--- config.mk ---
export PLATFORM = sky130hd
export DESIGN_NAME = ppm_infrared_frame_transmitter_flat
export DESIGN_NICKNAME = d
export VERILOG_FILES = /design/src/ppm_pkg.sv /design/src/ppm_if.sv /design/src/ppm_infrared_frame_transmitter.sv /design/src/ppm_ram.sv /design/src/flat_wrapper.sv
export SDC_FILE = /design/constraint.sdc
export NUM_CORES = 2
export LEC_CHECK = 0
export BUFFER_PORTS_ARGS = -buffer_cell sky130_fd_sc_hd__buf_2
export CAP_MARGIN = 10
export CORE_ASPECT_RATIO = 2
export CORE_MARGIN = 4
export CORE_UTILIZATION = 35
export CTS_CLUSTER_DIAMETER = 30
export CTS_CLUSTER_SIZE = 40
export DETAILED_ROUTE_END_ITERATION = 6
export PLACE_DENSITY = 0.47
export SYNTH_ARGS = -nofsm -noshare
export SYNTH_HDL_FRONTEND = slang
export SYNTH_SLANG_ARGS = --single-unit
--- constraint.sdc ---
create_clock -name i_clk -period 16.62 [get_ports i_clk]
set_input_delay 1.662 -clock i_clk [delete_from_list [all_inputs] [get_ports i_clk]]
set_output_delay 1.662 -clock i_clk [all_outputs]
set_load 0.01 [all_outputs]
--- src/ppm_pkg.sv ---
// Package for the pulse-position infrared frame transmitter.
// Holds the command and register codes, protocol constants, and gap and timing-error tables.
// No dependencies; of the other source files only the transmitter module uses it.
package ppm_pkg;

    localparam int FRAME_BYTES = 256;
    localparam int ADDR_W      = $clog2(FRAME_BYTES);

    // Commands carried by an input item.
    localparam logic [1:0] CMD_WRITE = 2'd0;
    localparam logic [1:0] CMD_START = 2'd1;
    localparam logic [1:0] CMD_TICK  = 2'd2;

    // Configuration register indexes.
    localparam logic [1:0] CFG_PROTOCOL     = 2'd0;
    localparam logic [1:0] CFG_FRAME_LENGTH = 2'd1;
    localparam logic [1:0] CFG_REPEAT_COUNT = 2'd2;
    localparam logic [1:0] CFG_REPEAT_DELAY = 2'd3;

    localparam logic [8:0]  MAX_LENGTH = 9'd256;
    localparam logic [23:0] BURST_PP4  = 24'd3;
    localparam logic [23:0] BURST_PP16 = 24'd4;
    localparam logic [10:0] BASE_PP4   = 11'd1000;
    localparam logic [10:0] BASE_PP16  = 11'd400;
    localparam logic [10:0] ERR_PP16   = 11'd100;
    localparam logic [6:0]  DELAY_PP4  = 7'd50;
    localparam logic [6:0]  DELAY_PP16 = 7'd125;

    typedef logic [7:0] t_byte;

    function automatic logic [5:0] gap_pp4(input logic [1:0] sym);
        logic [5:0] g;
        case (sym)
            2'd0:    g = 6'd5;
            2'd1:    g = 6'd23;
            2'd2:    g = 6'd11;
            default: g = 6'd17;
        endcase
        return g;
    endfunction

    function automatic logic [10:0] err_pp4(input logic [1:0] sym);
        logic [10:0] e;
        case (sym)
            2'd0:    e = 11'd103;
            2'd1:    e = 11'd414;
            2'd2:    e = 11'd207;
            default: e = 11'd310;
        endcase
        return e;
    endfunction

    function automatic logic [5:0] gap_pp16(input logic [3:0] sym);
        logic [5:0] g;
        case (sym)
            4'd0:    g = 6'd4;
            4'd1:    g = 6'd10;
            4'd2:    g = 6'd6;
            4'd3:    g = 6'd8;
            4'd4:    g = 6'd34;
            4'd5:    g = 6'd28;
            4'd6:    g = 6'd32;
            4'd7:    g = 6'd30;
            4'd8:    g = 6'd18;
            4'd9:    g = 6'd12;
            4'd10:   g = 6'd16;
            4'd11:   g = 6'd14;
            4'd12:   g = 6'd20;
            4'd13:   g = 6'd26;
            4'd14:   g = 6'd22;
            default: g = 6'd24;
        endcase
        return g;
    endfunction

endpackage

--- src/ppm_if.sv ---
// Handshake channel interfaces of the transmitter: command items in, status items out.
// Depends on nothing but the clocking of the module that uses them.
interface ppm_in_if;
    logic       valid;
    logic       ready;
    logic [1:0] command;
    logic [7:0] byte_index;
    logic [7:0] byte_value;

    modport source (output valid, command, byte_index, byte_value, input ready);
    modport sink   (input valid, command, byte_index, byte_value, output ready);
endinterface

interface ppm_out_if;
    logic valid;
    logic ready;
    logic ir_level;
    logic busy_res;
    logic done_res;

    modport source (output valid, ir_level, busy_res, done_res, input ready);
    modport sink   (input valid, ir_level, busy_res, done_res, output ready);
endinterface

--- src/ppm_infrared_frame_transmitter.sv ---
// A result item is presented in the cycle after its input item is accepted.
// One item per cycle when the output is not stalled; a new item enters only when no result is
// held or the held result is taken, so input ready drops only while the output stalls.
// The frame store RAM is read ahead at the byte pointer so a tick never waits on it.
// Reset (synchronous, active low) idles the transmitter and clears the control registers;
// the output data and the frame store keep their contents, the store undefined until written.
module ppm_infrared_frame_transmitter (
    input  logic       i_clk,
    input  logic       i_rst_n,
    input  logic       i_cfg_we,
    input  logic [1:0] i_cfg_index,
    input  logic [15:0] i_cfg_data,
    ppm_in_if.sink     i_in,
    ppm_out_if.source  o_out
);

    // Configuration registers.
    logic        r_protocol;
    logic [8:0]  r_frame_len;
    logic [7:0]  r_repeat_count;
    logic [15:0] r_repeat_delay;

    // Transmitter state.
    logic [23:0] r_countdown, n_countdown;
    logic        r_in_burst, n_in_burst;
    logic [7:0]  r_shift, n_shift;
    logic [3:0]  r_symbol, n_symbol;
    logic [1:0]  r_phase, n_phase;
    logic [8:0]  r_ptr, n_ptr;
    logic [10:0] r_err, n_err;
    logic [7:0]  r_repeats, n_repeats;
    logic        r_active, n_active;
    logic        r_level, n_level;
    logic        n_done;

    // Output register.
    logic r_out_valid;
    logic r_out_level, r_out_busy, r_out_done;

    // Store read-ahead and write forwarding.
    logic                       ram_we;
    ppm_pkg::t_byte             ram_rdata;
    logic                       r_fwd_hit;
    ppm_pkg::t_byte             r_fwd_data;
    ppm_pkg::t_byte             cur_byte;

    logic        accept;
    logic [8:0]  eff_len;
    logic        load;
    logic        ptr_ok;
    ppm_pkg::t_byte src_byte;
    logic [10:0] base;
    logic        over;
    logic [10:0] err_less;
    logic [10:0] err_add;
    logic [5:0]  gap;
    logic [6:0]  delay_mult;

    assign accept     = i_in.valid && i_in.ready;
    assign i_in.ready = !r_out_valid || o_out.ready;

    assign ram_we = accept && (i_in.command == ppm_pkg::CMD_WRITE) &&
                    (32'(i_in.byte_index) < ppm_pkg::FRAME_BYTES);

    ppm_ram #(
        .WIDTH (8),
        .DEPTH (ppm_pkg::FRAME_BYTES)
    ) u_store (
        .i_clk   (i_clk),
        .i_we    (ram_we),
        .i_waddr (ppm_pkg::ADDR_W'(i_in.byte_index)),
        .i_wdata (i_in.byte_value),
        .i_raddr (ppm_pkg::ADDR_W'(n_ptr)),
        .o_rdata (ram_rdata)
    );

    // The RAM returns old data when the previous cycle wrote the entry being read.
    assign cur_byte = r_fwd_hit ? r_fwd_data : ram_rdata;

    assign eff_len = (r_frame_len > ppm_pkg::MAX_LENGTH) ? ppm_pkg::MAX_LENGTH : r_frame_len;
    assign ptr_ok  = (r_ptr < eff_len) && (32'(r_ptr) < ppm_pkg::FRAME_BYTES);
    assign load    = r_protocol ? (r_phase[0] == 1'b0) : (r_phase == 2'd0);
    assign src_byte = load ? (ptr_ok ? cur_byte : 8'd0) : r_shift;

    assign base     = r_protocol ? ppm_pkg::BASE_PP16 : ppm_pkg::BASE_PP4;
    assign over     = (r_err >= base);
    assign err_less = over ? (r_err - base) : r_err;
    assign err_add  = r_protocol ? ppm_pkg::ERR_PP16 : ppm_pkg::err_pp4(r_symbol[1:0]);
    assign gap      = r_protocol ? ppm_pkg::gap_pp16(r_symbol) : ppm_pkg::gap_pp4(r_symbol[1:0]);
    assign delay_mult = r_protocol ? ppm_pkg::DELAY_PP16 : ppm_pkg::DELAY_PP4;

    always_comb begin
        n_countdown = r_countdown;
        n_in_burst  = r_in_burst;
        n_shift     = r_shift;
        n_symbol    = r_symbol;
        n_phase     = r_phase;
        n_ptr       = r_ptr;
        n_err       = r_err;
        n_repeats   = r_repeats;
        n_active    = r_active;
        n_level     = r_level;
        n_done      = 1'b0;
        if (accept) begin
            case (i_in.command)
                ppm_pkg::CMD_WRITE: begin
                    n_done = 1'b0;
                end
                ppm_pkg::CMD_START: begin
                    n_ptr       = 9'd0;
                    n_countdown = 24'd0;
                    n_in_burst  = 1'b0;
                    n_phase     = 2'd0;
                    n_err       = 11'd0;
                    n_repeats   = r_repeat_count;
                    n_active    = 1'b1;
                end
                ppm_pkg::CMD_TICK: begin
                    if (!r_active) begin
                        n_done = 1'b0;
                    end else if (r_countdown != 24'd0) begin
                        n_countdown = r_countdown - 24'd1;
                    end else if (!r_in_burst) begin
                        // Burst start: fetch a new byte when the previous one is used up.
                        n_level     = 1'b1;
                        n_countdown = r_protocol ? ppm_pkg::BURST_PP16 : ppm_pkg::BURST_PP4;
                        if (load) begin
                            n_ptr = r_ptr + 9'd1;
                        end
                        if (r_protocol) begin
                            n_symbol = src_byte[3:0];
                            n_shift  = src_byte >> 4;
                        end else begin
                            n_symbol = {2'b00, src_byte[1:0]};
                            n_shift  = src_byte >> 2;
                        end
                        n_phase    = r_phase + 2'd1;
                        n_in_burst = 1'b1;
                    end else begin
                        // Gap start, timing error folded in; at frame end, repeat or finish.
                        n_level     = 1'b0;
                        n_in_burst  = 1'b0;
                        n_countdown = 24'(gap) + 24'(over);
                        n_err       = err_less + err_add;
                        if (r_ptr > eff_len) begin
                            if (r_repeats != 8'd0) begin
                                n_repeats   = r_repeats - 8'd1;
                                n_ptr       = 9'd0;
                                n_phase     = 2'd0;
                                n_err       = 11'd0;
                                n_countdown = 24'(r_repeat_delay) * 24'(delay_mult);
                            end else begin
                                n_active = 1'b0;
                                n_done   = 1'b1;
                            end
                        end
                    end
                end
                default: begin
                    n_done = 1'b0;
                end
            endcase
        end
    end

    always_ff @(posedge i_clk) begin
        if (!i_rst_n) begin
            r_protocol     <= 1'b0;
            r_frame_len    <= 9'd0;
            r_repeat_count <= 8'd0;
            r_repeat_delay <= 16'd0;
        end else if (i_cfg_we) begin
            case (i_cfg_index)
                ppm_pkg::CFG_PROTOCOL:     r_protocol     <= i_cfg_data[0];
                ppm_pkg::CFG_FRAME_LENGTH: r_frame_len    <= i_cfg_data[8:0];
                ppm_pkg::CFG_REPEAT_COUNT: r_repeat_count <= i_cfg_data[7:0];
                ppm_pkg::CFG_REPEAT_DELAY: r_repeat_delay <= i_cfg_data;
                default:                   r_protocol     <= r_protocol;
            endcase
        end
    end

    always_ff @(posedge i_clk) begin
        if (!i_rst_n) begin
            r_countdown <= 24'd0;
            r_in_burst  <= 1'b0;
            r_shift     <= 8'd0;
            r_symbol    <= 4'd0;
            r_phase     <= 2'd0;
            r_ptr       <= 9'd0;
            r_err       <= 11'd0;
            r_repeats   <= 8'd0;
            r_active    <= 1'b0;
            r_level     <= 1'b0;
            r_out_valid <= 1'b0;
            r_fwd_hit   <= 1'b0;
        end else begin
            r_countdown <= n_countdown;
            r_in_burst  <= n_in_burst;
            r_shift     <= n_shift;
            r_symbol    <= n_symbol;
            r_phase     <= n_phase;
            r_ptr       <= n_ptr;
            r_err       <= n_err;
            r_repeats   <= n_repeats;
            r_active    <= n_active;
            r_level     <= n_level;
            r_fwd_hit   <= ram_we && (9'(i_in.byte_index) == n_ptr);
            if (accept) begin
                r_out_valid <= 1'b1;
            end else if (o_out.ready) begin
                r_out_valid <= 1'b0;
            end
        end
    end

    always_ff @(posedge i_clk) begin
        r_fwd_data <= i_in.byte_value;
        if (accept) begin
            r_out_level <= n_level;
            r_out_busy  <= n_active;
            r_out_done  <= n_done;
        end
    end

    assign o_out.valid    = r_out_valid;
    assign o_out.ir_level = r_out_level;
    assign o_out.busy_res = r_out_busy;
    assign o_out.done_res = r_out_done;

    // A burst in progress always drives the emitter.
    a_burst_level : assert property (@(posedge i_clk) disable iff (!i_rst_n)
        r_in_burst |-> r_level)
        else $error("burst active with emitter off");

    // Every accepted item produces a result in the next cycle.
    a_accept_result : assert property (@(posedge i_clk) disable iff (!i_rst_n)
        accept |=> o_out.valid)
        else $error("accepted item produced no result");

    // The finishing tick reports the transmitter as no longer busy.
    a_done_idle : assert property (@(posedge i_clk) disable iff (!i_rst_n)
        (o_out.valid && o_out.done_res) |-> !o_out.busy_res)
        else $error("done reported while busy");

    // A finished transmission leaves the transmitter idle.
    a_done_clears_active : assert property (@(posedge i_clk) disable iff (!i_rst_n)
        (accept && n_done) |=> !r_active)
        else $error("transmitter still active after done");

endmodule

--- src/ppm_ram.sv ---
// Generic single-port-write, single-port-read RAM with registered read data.
// Read returns the contents before a write in the same cycle. No dependencies.
module ppm_ram #(
    parameter int WIDTH = 8,
    parameter int DEPTH = 256
) (
    input  logic                     i_clk,
    input  logic                     i_we,
    input  logic [$clog2(DEPTH)-1:0] i_waddr,
    input  logic [WIDTH-1:0]         i_wdata,
    input  logic [$clog2(DEPTH)-1:0] i_raddr,
    output logic [WIDTH-1:0]         o_rdata
);

    logic [WIDTH-1:0] r_mem [DEPTH];

    always_ff @(posedge i_clk) begin
        if (i_we) begin
            r_mem[i_waddr] <= i_wdata;
        end
        o_rdata <= r_mem[i_raddr];
    end

endmodule
--- src/flat_wrapper.sv ---
// flat-port wrapper written by rule: the top's interface ports become plain ports
module ppm_infrared_frame_transmitter_flat 
  (i_clk, i_rst_n, i_cfg_we, i_cfg_index, i_cfg_data, i_in_valid, i_in_command, i_in_byte_index, i_in_byte_value, i_in_ready, o_out_valid, o_out_ir_level, o_out_busy_res, o_out_done_res, o_out_ready);
  ppm_in_if i_in_i ();
  ppm_out_if o_out_i ();
  input  logic i_clk;
  input  logic i_rst_n;
  input  logic i_cfg_we;
  input  logic [1:0] i_cfg_index;
  input  logic [15:0] i_cfg_data;
  input wire logic [$bits(i_in_i.valid)-1:0] i_in_valid;
  input wire logic [$bits(i_in_i.command)-1:0] i_in_command;
  input wire logic [$bits(i_in_i.byte_index)-1:0] i_in_byte_index;
  input wire logic [$bits(i_in_i.byte_value)-1:0] i_in_byte_value;
  output wire logic [$bits(i_in_i.ready)-1:0] i_in_ready;
  output wire logic [$bits(o_out_i.valid)-1:0] o_out_valid;
  output wire logic [$bits(o_out_i.ir_level)-1:0] o_out_ir_level;
  output wire logic [$bits(o_out_i.busy_res)-1:0] o_out_busy_res;
  output wire logic [$bits(o_out_i.done_res)-1:0] o_out_done_res;
  input wire logic [$bits(o_out_i.ready)-1:0] o_out_ready;
  assign i_in_i.valid = i_in_valid;
  assign i_in_i.command = i_in_command;
  assign i_in_i.byte_index = i_in_byte_index;
  assign i_in_i.byte_value = i_in_byte_value;
  assign i_in_ready = i_in_i.ready;
  assign o_out_valid = o_out_i.valid;
  assign o_out_ir_level = o_out_i.ir_level;
  assign o_out_busy_res = o_out_i.busy_res;
  assign o_out_done_res = o_out_i.done_res;
  assign o_out_i.ready = o_out_ready;
  ppm_infrared_frame_transmitter u_core (.i_clk(i_clk), .i_rst_n(i_rst_n), .i_cfg_we(i_cfg_we), .i_cfg_index(i_cfg_index), .i_cfg_data(i_cfg_data), .i_in(i_in_i), .o_out(o_out_i));
endmodule
==> results by group <==
Status
  • Status: finished, final reports clean

Yosys
  • Post-synthesis sequential area ratio: 0.6906
  • EDFF count, synth: just over 2,000
  • Post-synthesis cell area: 92,770 um2
  • Syn nets: approximately 7,700
  • Async S/R FF share, synth: 0
  • Synth Flop Type: edfxtp_1
  • Post-Synthesis Cells: 7,468
  • Flops & latches, synth: around 2,200
  • YS warnings: 0
  • Yosys cell types: between 80 and 90
  • Syn Area/Cell: approximately 12 um2

Floorplanning
  • Die Width: 372.0 um
  • Initial Util: 0.3511
  • Row cnt: 267
  • Io pins: 46
  • Die Area: 273,900 um2
  • CORE AREA: between 200,000 and 300,000 um2
  • Die Span Y: about 740 um

Routing
  • Routed Antenna Nets: 0
  • Residual DRC: 0
  • Vias: 62,264
  • Iteration-0 DRC Markers: approximately 5,200
  • Drt pass-1 iters: 6
  • Detailed Route WL: around 330,000 um
  • WL/cell: about 30 um
  • Vias per cell: 5.553

Worst setup path
  • Worst Setup Start Kind: input pin
  • RR Endpoint: u_core.u_store.o_rdata[1]
  • CP required: around 17,000 ps
  • R2R setup slack: roughly 9000 ps
  • CP arrival: between 8000 and 9000 ps
  • Setup crit end kind: flip-flop
  • CP max FO: between 90 and 100
  • Crit path kind: input pin to flip-flop
  • Worst r2r src: u_core.r_countdown[0]
  • R2R cell count: 18

Place
  • Port Buffers: 45
  • Routability Congestion: between 0.8 and 0.9
  • DP Area: ~97,000 um2
  • Place WS: 8104 ps
  • DP HPWL: 204,900 um

Timing
  • Period Utilization, post-route: 0.4812
  • Final WS setup: approximately 8600 ps
  • Final hold violations: 0
  • Slew Viols, Final: 0
  • Least-Margin Pin Slew: 1417 ps
  • Final Critical Period: 7998 ps
  • Max transition margin: 0.05525
  • Final setup vio count: 0
  • Setup_tns: 0 ps
  • Unrepaired setup endpoints after global routing: false
  • Maximum operating frequency: ~130 MHz
  • Setup Skew: 48.64 ps

Clock network
  • # Post-CTS Setup Buffers: 0
  • Clock transition at path regs: approximately 60 ps
  • Sinks on the clock net: about 2,200
  • Hold-fix buffers, CTS: 0
  • CTS buffer count: approximately 300
  • Worst skew pair latency: 870 ps
  • H-tree levels: 5
  • CTS tree: built
  • Root Driver: clkbuf_16
  • Maximum clock path buffer count: 4
  • Post-CTS sizing: 0

Layout
  • Fill cells: 24,934
  • Net count, final: 7,653
  • Design area: ~110,000 um2
  • Synthesis-to-layout area growth: 14.72%
  • Layout cell share with drive strength beyond 1: 0.09683

Hold path
  • Hold Path Class: flip-flop to flip-flop
  • WHS Path Cells: 2
  • Hold Path End: u_core.r_level
  • Hold Crit Start: u_core.r_level

Global route
  • GRT busiest layer: met2
  • Gr ovfl total: 0
  • Pin count of the biggest net entering global routing: between 150 and 200
  • GR Layer Usage met3: 0.03157
  • Total GRT Usage: 0.2387
  • First-pass GRT wire length: approximately 470,000 um
  • Met1 Track Usage GR: 0.2667
  • Vias in the first global route: 61,817
  • Antenna violations before repair: 8
  • Met2 Track Usage GR: 0.4380

Power and ir drop
  • Peak VDD IR: ~0.065 mV
  • Leakage: between 0.03 and 0.04 uW
  • Power density of the placed cells: ~120 nW/um2

Flow run
  • Max-Cap Viols: 0
## cells in the final DEF (no fill, tap or decap), types with 42 or more instances in the layout
cell	n
a211oi_1	127
a21oi_1	193
a311oi_1	198
a31oi_1	105
and3_1	129
buf_4	127
clkbuf_16	302
dfxtp_1	123
edfxtp_1	2051
fa_1	71
ha_1	74
inv_1	216
inv_6	45
mux2i_1	210
nand2_1	1827
nand3_1	652
nor2_1	378
nor3_1	49
o21ai_0	92
o22ai_1	42
## power breakdown
| part | switching, uW | internal [uW] |
|---|---|---|
| clock | 2610 | 3700 |
| combinational | 223 | 50.1 |
| sequential | 5.91 | 6000 |
| total | 2840 | 9750 |
## critical path, stage by stage
cell	delay, ps
buf_2	110
inv_1	80
ha_2	180
buf_4	470
nor2b_1	400
nand4_1	160
a21oi_1	170
a221o_1	250
o21bai_4	160
buf_4	570
buf_12	450
buf_4	550
buf_12	470
mux2i_1	390
a32oi_1	140
nand4_1	140
nand3_1	250
nor4_1	920
o21ai_0	580
and4_1	390
## stage by stage
stage,cells,total power [uW],utilization,hold WS [ps]
2_1_floorplan,7468,6210,-,432.2
3_3_place_gp,10664,6388,0.3656,441.8
3_5_place_dp,10667,6391,0.3657,455.4
4_1_cts,11201,12690,0.4026,462.8
5_1_grt,11205,12920,0.4027,477.3
6_report,11213,12590,0.4027,462.7
## worst max-delay path by stage
stage / start / endpoint / slack, ps / cells past startpoint
after floorplan: u_core.r_protocol / u_core.r_countdown[12] / 10920 / 22
after global placement: i_in_command[0] / u_core.u_store.o_rdata[1] / 7970 / 20
after detailed placement: i_in_command[0] / u_core.u_store.o_rdata[1] / 8100 / 20
after CTS: i_in_command[0] / u_core.u_store.o_rdata[1] / 9000 / 20
after global routing: i_in_command[0] / u_core.u_store.o_rdata[1] / 8580 / 20
final: i_in_command[0] / u_core.u_store.o_rdata[1] / 8620 / 20
## cells in the mapped netlist, types with 25 or more instances
cell         n  area [um2]
ha_1        75       938.4
nand2_1   1837        6895
a21oi_1    194       970.9
xnor2_1     41       359.1
a311oi_1   199        1743
buf_4       61       457.9
nor2_1     387        1453
edfxtp_1  2051       61590
mux2i_1    210        2102
a211oi_1   128       960.9
a32oi_1     29       254.0
fa_1        71        1421
nand3_1    658        3293
o21ai_0     94       470.5
buf_2      241        1206
nor2b_1     25       156.4
clkbuf_1   160       600.6
inv_1      217       814.5
a31oi_1    106       663.1
nand4_1     33       206.5
nor3_1      50       250.2
o22ai_1     42       262.8
and3_1     129       807.0
dfxtp_1    124        2482
## metal layers
metal | share of wire | routed length, um
met5 | 0.000036 | 12
met4 | 0.059 | 19740
met3 | 0.053 | 17580
met2 | 0.53 | 176600
met1 | 0.36 | 119500
## layout make-up
| cell class | instances | area (um2) | area share |
|---|---|---|---|
| clock buffer | 339 | 7706 | 0.07241 |
| antenna | 12 | 30.03 | 0.0002822 |
| multi-input combinational | 4588 | 25800 | 0.2424 |
| sequential | 2175 | 64070 | 0.6020 |
| inverter | 218 | 818.3 | 0.007689 |
| tap | 3497 | 4375 | 0.04111 |
| clock inverter | 195 | 2044 | 0.01921 |
| timing repair buffer | 189 | 1579 | 0.01484 |
## state kept, by name (all words and copies together), names as in the netlist, 2 cells and up, named ones only
name                    cells
u_core.u_store.r_mem     2048
u_core.r_countdown         24
u_core.r_repeat_delay      16
u_core.r_err               11
u_core.r_frame_len          9
u_core.r_ptr                9
u_core.r_fwd_data           8
u_core.r_repeat_count       8
u_core.r_repeats            8
u_core.u_store.o_rdata      8
u_core.r_shift              6
u_core.r_symbol             4
u_core.r_phase              2
## cells by family after synthesis
kind of cell	synth area share
muxes	0.02314
xor gates and xnor gates	0.004626
other	0.00004042
adders and majority gates	0.02544
AOI/OAI and AO/OA	0.07213
buffers and inverters	0.03449
DFF	0.6906
and+or+nand+nor	0.1495
Note: power is estimated with default switching activity, not from simulation.
